$ cat config.mk
export PLATFORM = sky130hd
export DESIGN_NAME = url_percent_decoder_top
export DESIGN_NICKNAME = d
export VERILOG_FILES = /design/src/sv/upd_pkg.sv /design/src/sv/url_percent_decoder_top.sv /design/src/sv/upd_decode.sv /design/src/sv/upd_out_buf.sv
export SDC_FILE = /design/constraint.sdc
export NUM_CORES = 1
export LEC_CHECK = 0
export ABC_AREA = 1
export BUFFER_PORTS_ARGS = -buffer_cell sky130_fd_sc_hd__buf_2
export CORE_UTILIZATION = 46
export DETAILED_ROUTE_END_ITERATION = 8
export PLACE_DENSITY = 0.71
export SYNTH_ARGS = -nofsm -noshare
export SYNTH_HDL_FRONTEND = slang
export SYNTH_HIERARCHICAL = 1
export SYNTH_SLANG_ARGS = --single-unit
$ cat constraint.sdc
create_clock -name clk -period 11.45 [get_ports clk]
set_clock_uncertainty 0.15 [all_clocks]
set_input_delay 1.7175 -clock clk [delete_from_list [all_inputs] [get_ports clk]]
set_output_delay 1.7175 -clock clk [all_outputs]
set_load 0.02 [all_outputs]
$ cat src/sv/upd_pkg.sv
`default_nettype none
package upd_pkg;

    typedef enum logic [2:0] {
        ST_EMPTY,
        ST_PCT,
        ST_PCT_D,
        ST_NL,
        ST_NL_PCT,
        ST_NL_PCT0
    } state_t;

    localparam logic [7:0] CH_PCT   = 8'h25;
    localparam logic [7:0] CH_PLUS  = 8'h2B;
    localparam logic [7:0] CH_SPACE = 8'h20;
    localparam logic [7:0] CH_NL    = 8'h0A;
    localparam logic [7:0] CH_CR    = 8'h0D;
    localparam logic [7:0] CH_ZERO  = 8'h30;
    localparam logic [7:0] CH_UC_A  = 8'h41;
    localparam logic [7:0] CH_UC_D  = 8'h44;

    localparam logic [2:0] RES_MAX  = 3'd4;

    typedef struct packed {
        logic [2:0]      cnt;
        logic [3:0][7:0] bytes;
        logic            last;
    } res_t;

    typedef struct packed {
        logic       ok;
        logic [7:0] val;
    } code_t;

    function automatic logic [7:0] map_plain(logic [7:0] b);
        return (b == CH_PLUS) ? CH_SPACE : b;
    endfunction

    function automatic logic is_code_start(logic [7:0] b);
        return (b == CH_ZERO) || (b >= 8'h32 && b <= 8'h37);
    endfunction

    function automatic logic [4:0] hex_val(logic [7:0] c);
        logic [4:0] r;
        r = 5'h10;
        if (c >= 8'h30 && c <= 8'h39) begin
            r = {1'b0, c[3:0]};
        end else if (c >= 8'h41 && c <= 8'h46) begin
            r = {1'b0, c[3:0] + 4'd9};
        end
        return r;
    endfunction

    function automatic code_t known_code(logic [7:0] hi, logic [7:0] lo);
        code_t      r;
        logic [4:0] h;
        logic [4:0] l;
        h = hex_val(hi);
        l = hex_val(lo);
        r.val = {h[3:0], l[3:0]};
        r.ok  = 1'b0;
        if (!h[4] && !l[4]) begin
            r.ok = (r.val >= 8'h20 && r.val <= 8'h2F) ||
                   (r.val >= 8'h3A && r.val <= 8'h40) ||
                   (r.val >= 8'h5B && r.val <= 8'h60) ||
                   (r.val >= 8'h7B && r.val <= 8'h7E) ||
                   (r.val == CH_CR) || (r.val == CH_NL);
        end
        return r;
    endfunction

    function automatic res_t res_push(res_t r, logic [7:0] b);
        res_t t;
        t = r;
        if (r.cnt != RES_MAX) begin
            t.bytes[r.cnt[1:0]] = b;
            t.cnt               = r.cnt + 3'd1;
        end
        return t;
    endfunction

endpackage
`default_nettype wire

$ cat src/sv/url_percent_decoder_top.sv
`default_nettype none
// URL percent decoder.
// Input channel (in_valid/in_ready): one encoded byte per request, in_last on
// the final byte of a string. Output channel (out_valid/out_ready): decoded
// bytes, out_last on the final decoded byte of the string.
// '+' -> space, %XX from the supported code set -> that character, %0D and
// %0A -> newline, %0D%0A -> one newline; bad or cut-off escapes pass literally.
// A request passes through the input register, then is decoded into the
// result register. Throughput: one request per cycle while each yields at
// most one byte and the receiver is ready; a request that yields more bytes
// holds the result register until they drain, since the output side drains
// one byte per cycle while out_ready is high. The input register takes one
// more request while results are still draining.
// Reset clears the escape state and empties both registers; no output is pending.
// When the receiver stalls, the result register holds, then the input
// register fills, then in_ready drops.
module url_percent_decoder_top (
    input  wire logic       clk,
    input  wire logic       rst_n,
    input  wire logic       in_valid,
    output logic            in_ready,
    input  wire logic [7:0] in_byte,
    input  wire logic       in_last,
    output logic            out_valid,
    input  wire logic       out_ready,
    output logic [7:0]      out_byte,
    output logic            out_last
);
    import upd_pkg::*;

    logic       inv_reg;
    logic       inv_next;
    logic [7:0] byte_reg;
    logic       last_reg;
    state_t     state_reg;
    state_t     state_next;
    logic [7:0] digit_reg;
    logic [7:0] digit_next;
    res_t       res;
    logic       can_load;
    logic       consume;
    logic       in_take;

    assign consume  = inv_reg && can_load;
    assign in_ready = !inv_reg || can_load;
    assign in_take  = in_valid && in_ready;
    assign inv_next = in_take ? 1'b1 : (consume ? 1'b0 : inv_reg);

    upd_decode u_decode (
        .state      (state_reg),
        .digit      (digit_reg),
        .cur_byte   (byte_reg),
        .cur_last   (last_reg),
        .state_next (state_next),
        .digit_next (digit_next),
        .res        (res)
    );

    upd_out_buf u_out_buf (
        .clk       (clk),
        .rst_n     (rst_n),
        .load      (consume),
        .res       (res),
        .can_load  (can_load),
        .out_valid (out_valid),
        .out_ready (out_ready),
        .out_byte  (out_byte),
        .out_last  (out_last)
    );

    always_ff @(posedge clk or negedge rst_n)
    begin
        if (!rst_n) begin
            inv_reg   <= 1'b0;
            state_reg <= ST_EMPTY;
        end else begin
            inv_reg <= inv_next;
            if (consume) begin
                state_reg <= state_next;
            end
        end
    end

    always_ff @(posedge clk)
    begin
        if (in_take) begin
            byte_reg <= in_byte;
            last_reg <= in_last;
        end
        if (consume) begin
            digit_reg <= digit_next;
        end
    end

endmodule
`default_nettype wire

$ cat src/sv/upd_decode.sv
`default_nettype none
module upd_decode (
    input  wire upd_pkg::state_t state,
    input  wire logic [7:0]      digit,
    input  wire logic [7:0]      cur_byte,
    input  wire logic            cur_last,
    output upd_pkg::state_t      state_next,
    output logic [7:0]           digit_next,
    output upd_pkg::res_t        res
);
    import upd_pkg::*;

    code_t  code;
    state_t fed;

    assign code = known_code(digit, cur_byte);

    // state after the byte, before any end-of-string flush
    always_comb
    begin
        fed        = ST_EMPTY;
        digit_next = digit;
        unique case (state)
            ST_EMPTY:
            begin
                fed = (cur_byte == CH_PCT) ? ST_PCT : ST_EMPTY;
            end
            ST_PCT:
            begin
                if (is_code_start(cur_byte)) begin
                    fed        = ST_PCT_D;
                    digit_next = cur_byte;
                end else begin
                    fed = (cur_byte == CH_PCT) ? ST_PCT : ST_EMPTY;
                end
            end
            ST_PCT_D:
            begin
                if (code.ok) begin
                    fed = (code.val == CH_CR) ? ST_NL : ST_EMPTY;
                end else begin
                    fed = (cur_byte == CH_PCT) ? ST_PCT : ST_EMPTY;
                end
            end
            ST_NL:
            begin
                fed = (cur_byte == CH_PCT) ? ST_NL_PCT : ST_EMPTY;
            end
            ST_NL_PCT:
            begin
                if (cur_byte == CH_ZERO) begin
                    fed = ST_NL_PCT0;
                end else if (is_code_start(cur_byte)) begin
                    fed        = ST_PCT_D;
                    digit_next = cur_byte;
                end else begin
                    fed = (cur_byte == CH_PCT) ? ST_PCT : ST_EMPTY;
                end
            end
            ST_NL_PCT0:
            begin
                if (cur_byte == CH_UC_A) begin
                    fed = ST_EMPTY;
                end else if (cur_byte == CH_UC_D) begin
                    fed = ST_NL;
                end else begin
                    fed = (cur_byte == CH_PCT) ? ST_PCT : ST_EMPTY;
                end
            end
            default:
            begin
                fed = ST_EMPTY;
            end
        endcase
        state_next = cur_last ? ST_EMPTY : fed;
    end

    always_comb
    begin
        res      = '0;
        res.last = cur_last;
        unique case (state)
            ST_EMPTY:
            begin
                if (cur_byte != CH_PCT) res = res_push(res, map_plain(cur_byte));
            end
            ST_PCT:
            begin
                if (!is_code_start(cur_byte)) begin
                    res = res_push(res, CH_PCT);
                    if (cur_byte != CH_PCT) res = res_push(res, map_plain(cur_byte));
                end
            end
            ST_PCT_D:
            begin
                if (code.ok) begin
                    if (code.val != CH_CR) res = res_push(res, code.val);
                end else begin
                    res = res_push(res, CH_PCT);
                    res = res_push(res, digit);
                    if (cur_byte != CH_PCT) res = res_push(res, map_plain(cur_byte));
                end
            end
            ST_NL:
            begin
                if (cur_byte != CH_PCT) begin
                    res = res_push(res, CH_NL);
                    res = res_push(res, map_plain(cur_byte));
                end
            end
            ST_NL_PCT:
            begin
                if (cur_byte != CH_ZERO) begin
                    res = res_push(res, CH_NL);
                    if (!is_code_start(cur_byte)) begin
                        res = res_push(res, CH_PCT);
                        if (cur_byte != CH_PCT) res = res_push(res, map_plain(cur_byte));
                    end
                end
            end
            ST_NL_PCT0:
            begin
                res = res_push(res, CH_NL);
                if (cur_byte != CH_UC_A && cur_byte != CH_UC_D) begin
                    res = res_push(res, CH_PCT);
                    res = res_push(res, CH_ZERO);
                    if (cur_byte != CH_PCT) res = res_push(res, map_plain(cur_byte));
                end
            end
            default:
            begin
                res.cnt = '0;
            end
        endcase

        // end of string: flush whatever is still pending
        if (cur_last) begin
            unique case (fed)
                ST_PCT:
                begin
                    res = res_push(res, CH_PCT);
                end
                ST_PCT_D:
                begin
                    res = res_push(res, CH_PCT);
                    res = res_push(res, digit_next);
                end
                ST_NL:
                begin
                    res = res_push(res, CH_NL);
                end
                ST_NL_PCT:
                begin
                    res = res_push(res, CH_NL);
                    res = res_push(res, CH_PCT);
                end
                ST_NL_PCT0:
                begin
                    res = res_push(res, CH_NL);
                    res = res_push(res, CH_PCT);
                    res = res_push(res, CH_ZERO);
                end
                default:
                begin
                    res.last = cur_last;
                end
            endcase
        end
    end

endmodule
`default_nettype wire

$ cat src/sv/upd_out_buf.sv
`default_nettype none
module upd_out_buf (
    input  wire logic           clk,
    input  wire logic           rst_n,
    input  wire logic           load,
    input  wire upd_pkg::res_t  res,
    output logic                can_load,
    output logic                out_valid,
    input  wire logic           out_ready,
    output logic [7:0]          out_byte,
    output logic                out_last
);
    import upd_pkg::*;

    logic [3:0][7:0] bytes_reg;
    logic [2:0]      cnt_reg;
    logic [2:0]      cnt_next;
    logic [1:0]      idx_reg;
    logic [1:0]      idx_next;
    logic            last_reg;
    logic            take;

    assign out_valid = (cnt_reg != 3'd0);
    assign take      = out_valid && out_ready;
    assign can_load  = (cnt_reg == 3'd0) || (cnt_reg == 3'd1 && out_ready);
    assign out_byte  = bytes_reg[idx_reg];
    assign out_last  = last_reg && (cnt_reg == 3'd1);

    always_comb
    begin
        cnt_next = cnt_reg;
        idx_next = idx_reg;
        if (load) begin
            cnt_next = res.cnt;
            idx_next = 2'd0;
        end else if (take) begin
            cnt_next = cnt_reg - 3'd1;
            idx_next = idx_reg + 2'd1;
        end
    end

    always_ff @(posedge clk or negedge rst_n)
    begin
        if (!rst_n) begin
            cnt_reg <= 3'd0;
            idx_reg <= 2'd0;
        end else begin
            cnt_reg <= cnt_next;
            idx_reg <= idx_next;
        end
    end

    always_ff @(posedge clk)
    begin
        if (load) begin
            bytes_reg <= res.bytes;
            last_reg  <= res.last;
        end
    end

endmodule
`default_nettype wire
==> reports/results.txt <==
Routed WL: 15,090 µm
Post-synth EDFFs: 50
Leak Pwr: 2.593 nW
CTS Sinks: 59
Largest register FFs: 32
Tightest Pin Transition: 774.9 ps
hold_ws: 385.1 ps
first-pass GRT wire length: 24,050 µm
# H-tree levels: 3
number of global-route vias before repair: 4,661
Critical Path Max Stage Delay: 430 ps
reg2reg path depth: 41
Max Slew Vio Count: 0
Crit path arrival time: 5590 ps
crit path time final: 5564 ps
YS warnings: 6
Tot GR Track Use: 28.05%
NumNets Final: 773
Yosys top cell by area: edfxtp_1
reg-to-reg critical path endpoint: u_out_buf/bytes_reg[25]$_DFFE_PP_
antenna violations before repair: 0
CTS Hold Bufs: 0
CTS max path bufs: 2
CTS tree: built
routed len/inst: 17.11 µm
Synth async-reset ratio: 15.25%
postcts setup bufs: 0
CP endpoint: u_out_buf/bytes_reg[25]$_DFFE_PP_
Mapped Area: 4990 µm²
total number of vias: 4,942
stages on the worst setup path: 41
final setup violation count: 0
VDD IR-drop max: 0.0002419 V
Worst slew margin: 48.34%
Worst-path clk slew: 70 ps
Die X: 106.2 µm
Die H: 106.2 µm
area share of the largest cell type after synthesis: 30.09%
area grow syn2layout: 7.598%
origin of the worst setup path: byte_reg[1]$_DFFE_PP_
layout cells sized above 1: 12.73%
top-count cell post-synth: nand2_1
TNS Setup: 0 ps
DP Wirelength: 11,920 µm
Cell Rows: 37
Die ar.: 11,270 µm²
drt via density: 5.603
Placer Congestion: 0.9500
Most common cell on crit path: nand2_1
critical path required time: 11,480 ps
Root Buffer: clkbuf_8
antenna-violating nets left: 0
kind of critical path: reg -> reg
Top FF cell, synth: edfxtp_1
Hold Vio Cnt, Final: 0
post_cts resized: 0
largest net degree at the start of global routing: 48
Clock Latency Late Sink: 340 ps
MaxCap Viol Count: 0
Cell variety after synth: 50
residual DRC count: 0
outcome: finished clean
Core Area: 10,420 µm²
Synth Instances: 716
critical path's slowest cell: edfxtp_1
Tcrit/Tclk final: 48.59%
Initial Utilization: 47.90%
Max Fclk: 0.1797 GHz
path type of the worst min-delay path: reg -> reg
CTS Buf Count: 9
list of most frequent post-synthesis cells: nand2_1 (173), inv_1 (103), nor2_1 (94)
Avg Synthesized Cell Area: 6.969 µm²
Remaining Overflow, GRT: 0
overall power: 1.070 mW
register bit total from synthesis: 59
Net Count, Synth: 748
IO Pins: 24
Area contributors post-synth: edfxtp_1 (30%), nand2_1 (13%), inv_1 (7.7%)
Port Buffers: 23
Worst R2R Setup Slack: 5890 ps
cell family with most CP delay: simple AND/OR/NAND/NOR gates
Pwr per Cell Area: 199.3 nW/µm²
Buffers & Inverters on Critical Path: 11
Ant. Diodes: 0
Worst setup EP type: flip-flop
initial drt markers: 513
DRT Pass-1 Iters: 5
Crit Path Max Fanout: 8
reg2reg start: byte_reg[1]$_DFFE_PP_
sequential area share after synthesis: 34.60%
unrepaired setup endpoints after global routing: no
CP startpoint kind: flip-flop
==> metrics by stage <==
stage / setup slack (ps) / cell area (µm²) / std cells / utilization (%)
floorplan: 6901 / 4990 / 716 / -
global placement: 6281 / 5185 / 866 / 49.78
detailed placement: 6040 / 5185 / 866 / 49.78
CTS: 6009 / 5369 / 882 / 51.54
global route: 5258 / 5369 / 882 / 51.54
finish: 5886 / 5369 / 882 / 51.54
==> final cells by class <==
type	count	area, µm²
Clock buffer	10	127.6
Tap cell	136	170.2
Sequential cell	59	1727
Multi-Input combinational cell	525	2703
Clock inverter	6	56.30
Timing Repair Buffer	25	130.1
Inverter	121	455.4
Fill cell	1065	5047
==> worst min-delay path: stages, from the launching register on <==
cell	delay, ps
dfrtp_1	350
nand3_1	80
nand2_1	70
==> logic make-up (layout without fill, tap and decap cells) <==
group                      after synthesis  after routing  share of synthesized area (%)
adders and majority gates               19             19                          4.764
AOI/OAI and AO/OA                      122            122                          14.74
xor gates and xnor gates                 3              3                         0.5267
DFF                                     59             59                          34.60
and+or+nand+nor                        381            381                          34.13
buffers and inverters                  132            162                          11.23
==> worst min path at each step <==
stage                                      from  cells past startpoint                          endpoint  slack [ps]
5_1_grt        u_out_buf/cnt_reg[1]$_DFFE_PN0P_                      2  u_out_buf/cnt_reg[1]$_DFFE_PN0P_         420
3_3_place_gp   u_out_buf/cnt_reg[1]$_DFFE_PN0P_                      2  u_out_buf/cnt_reg[1]$_DFFE_PN0P_         350
4_1_cts        u_out_buf/cnt_reg[1]$_DFFE_PN0P_                      2  u_out_buf/cnt_reg[1]$_DFFE_PN0P_         380
2_1_floorplan  u_out_buf/cnt_reg[1]$_DFFE_PN0P_                      2  u_out_buf/cnt_reg[1]$_DFFE_PN0P_         330
3_5_place_dp   u_out_buf/cnt_reg[1]$_DFFE_PN0P_                      2  u_out_buf/cnt_reg[1]$_DFFE_PN0P_         360
6_report       u_out_buf/cnt_reg[1]$_DFFE_PN0P_                      2  u_out_buf/cnt_reg[1]$_DFFE_PN0P_         390
==> placed cells by master (no fill, tap or decap), types with 4 or more instances in the layout <==
| cell type | instances |
|---|---|
| or2_0 | 8 |
| nand2_1 | 173 |
| buf_2 | 23 |
| o21ai_0 | 41 |
| nand4_1 | 4 |
| nor2_1 | 94 |
| ha_1 | 19 |
| dfrtp_1 | 9 |
| o211ai_1 | 12 |
| a31oi_1 | 4 |
| inv_2 | 15 |
| nand3_2 | 6 |
| clkbuf_8 | 9 |
| clkinv_2 | 4 |
| nor2_2 | 4 |
| nand3_1 | 56 |
| inv_1 | 103 |
| o21ai_1 | 13 |
| a21oi_1 | 24 |
| edfxtp_1 | 50 |
| nand2_2 | 17 |
| o22ai_1 | 7 |
| nor3_1 | 7 |
| nor2_4 | 4 |
==> layer usage <==
metal  part of all wire (%)  global-route usage, %  up-vias  wire, µm
met5                      0                      0        -         0
met4                    2.8                  8.532        0       428
met3                    7.5                  4.844       32      1125
met2                     45                  44.57      206      6749
met1                     45                  38.89     2305      6790
li1                       -                      -     2399         -
==> power by group <==
part | switching, mW | total, mW | internal [mW]
logic | 0.334 | 0.475 | 0.141
registers | 0.0613 | 0.409 | 0.348
clock network | 0.0867 | 0.185 | 0.0987
Power figures use the tool's default switching activity.
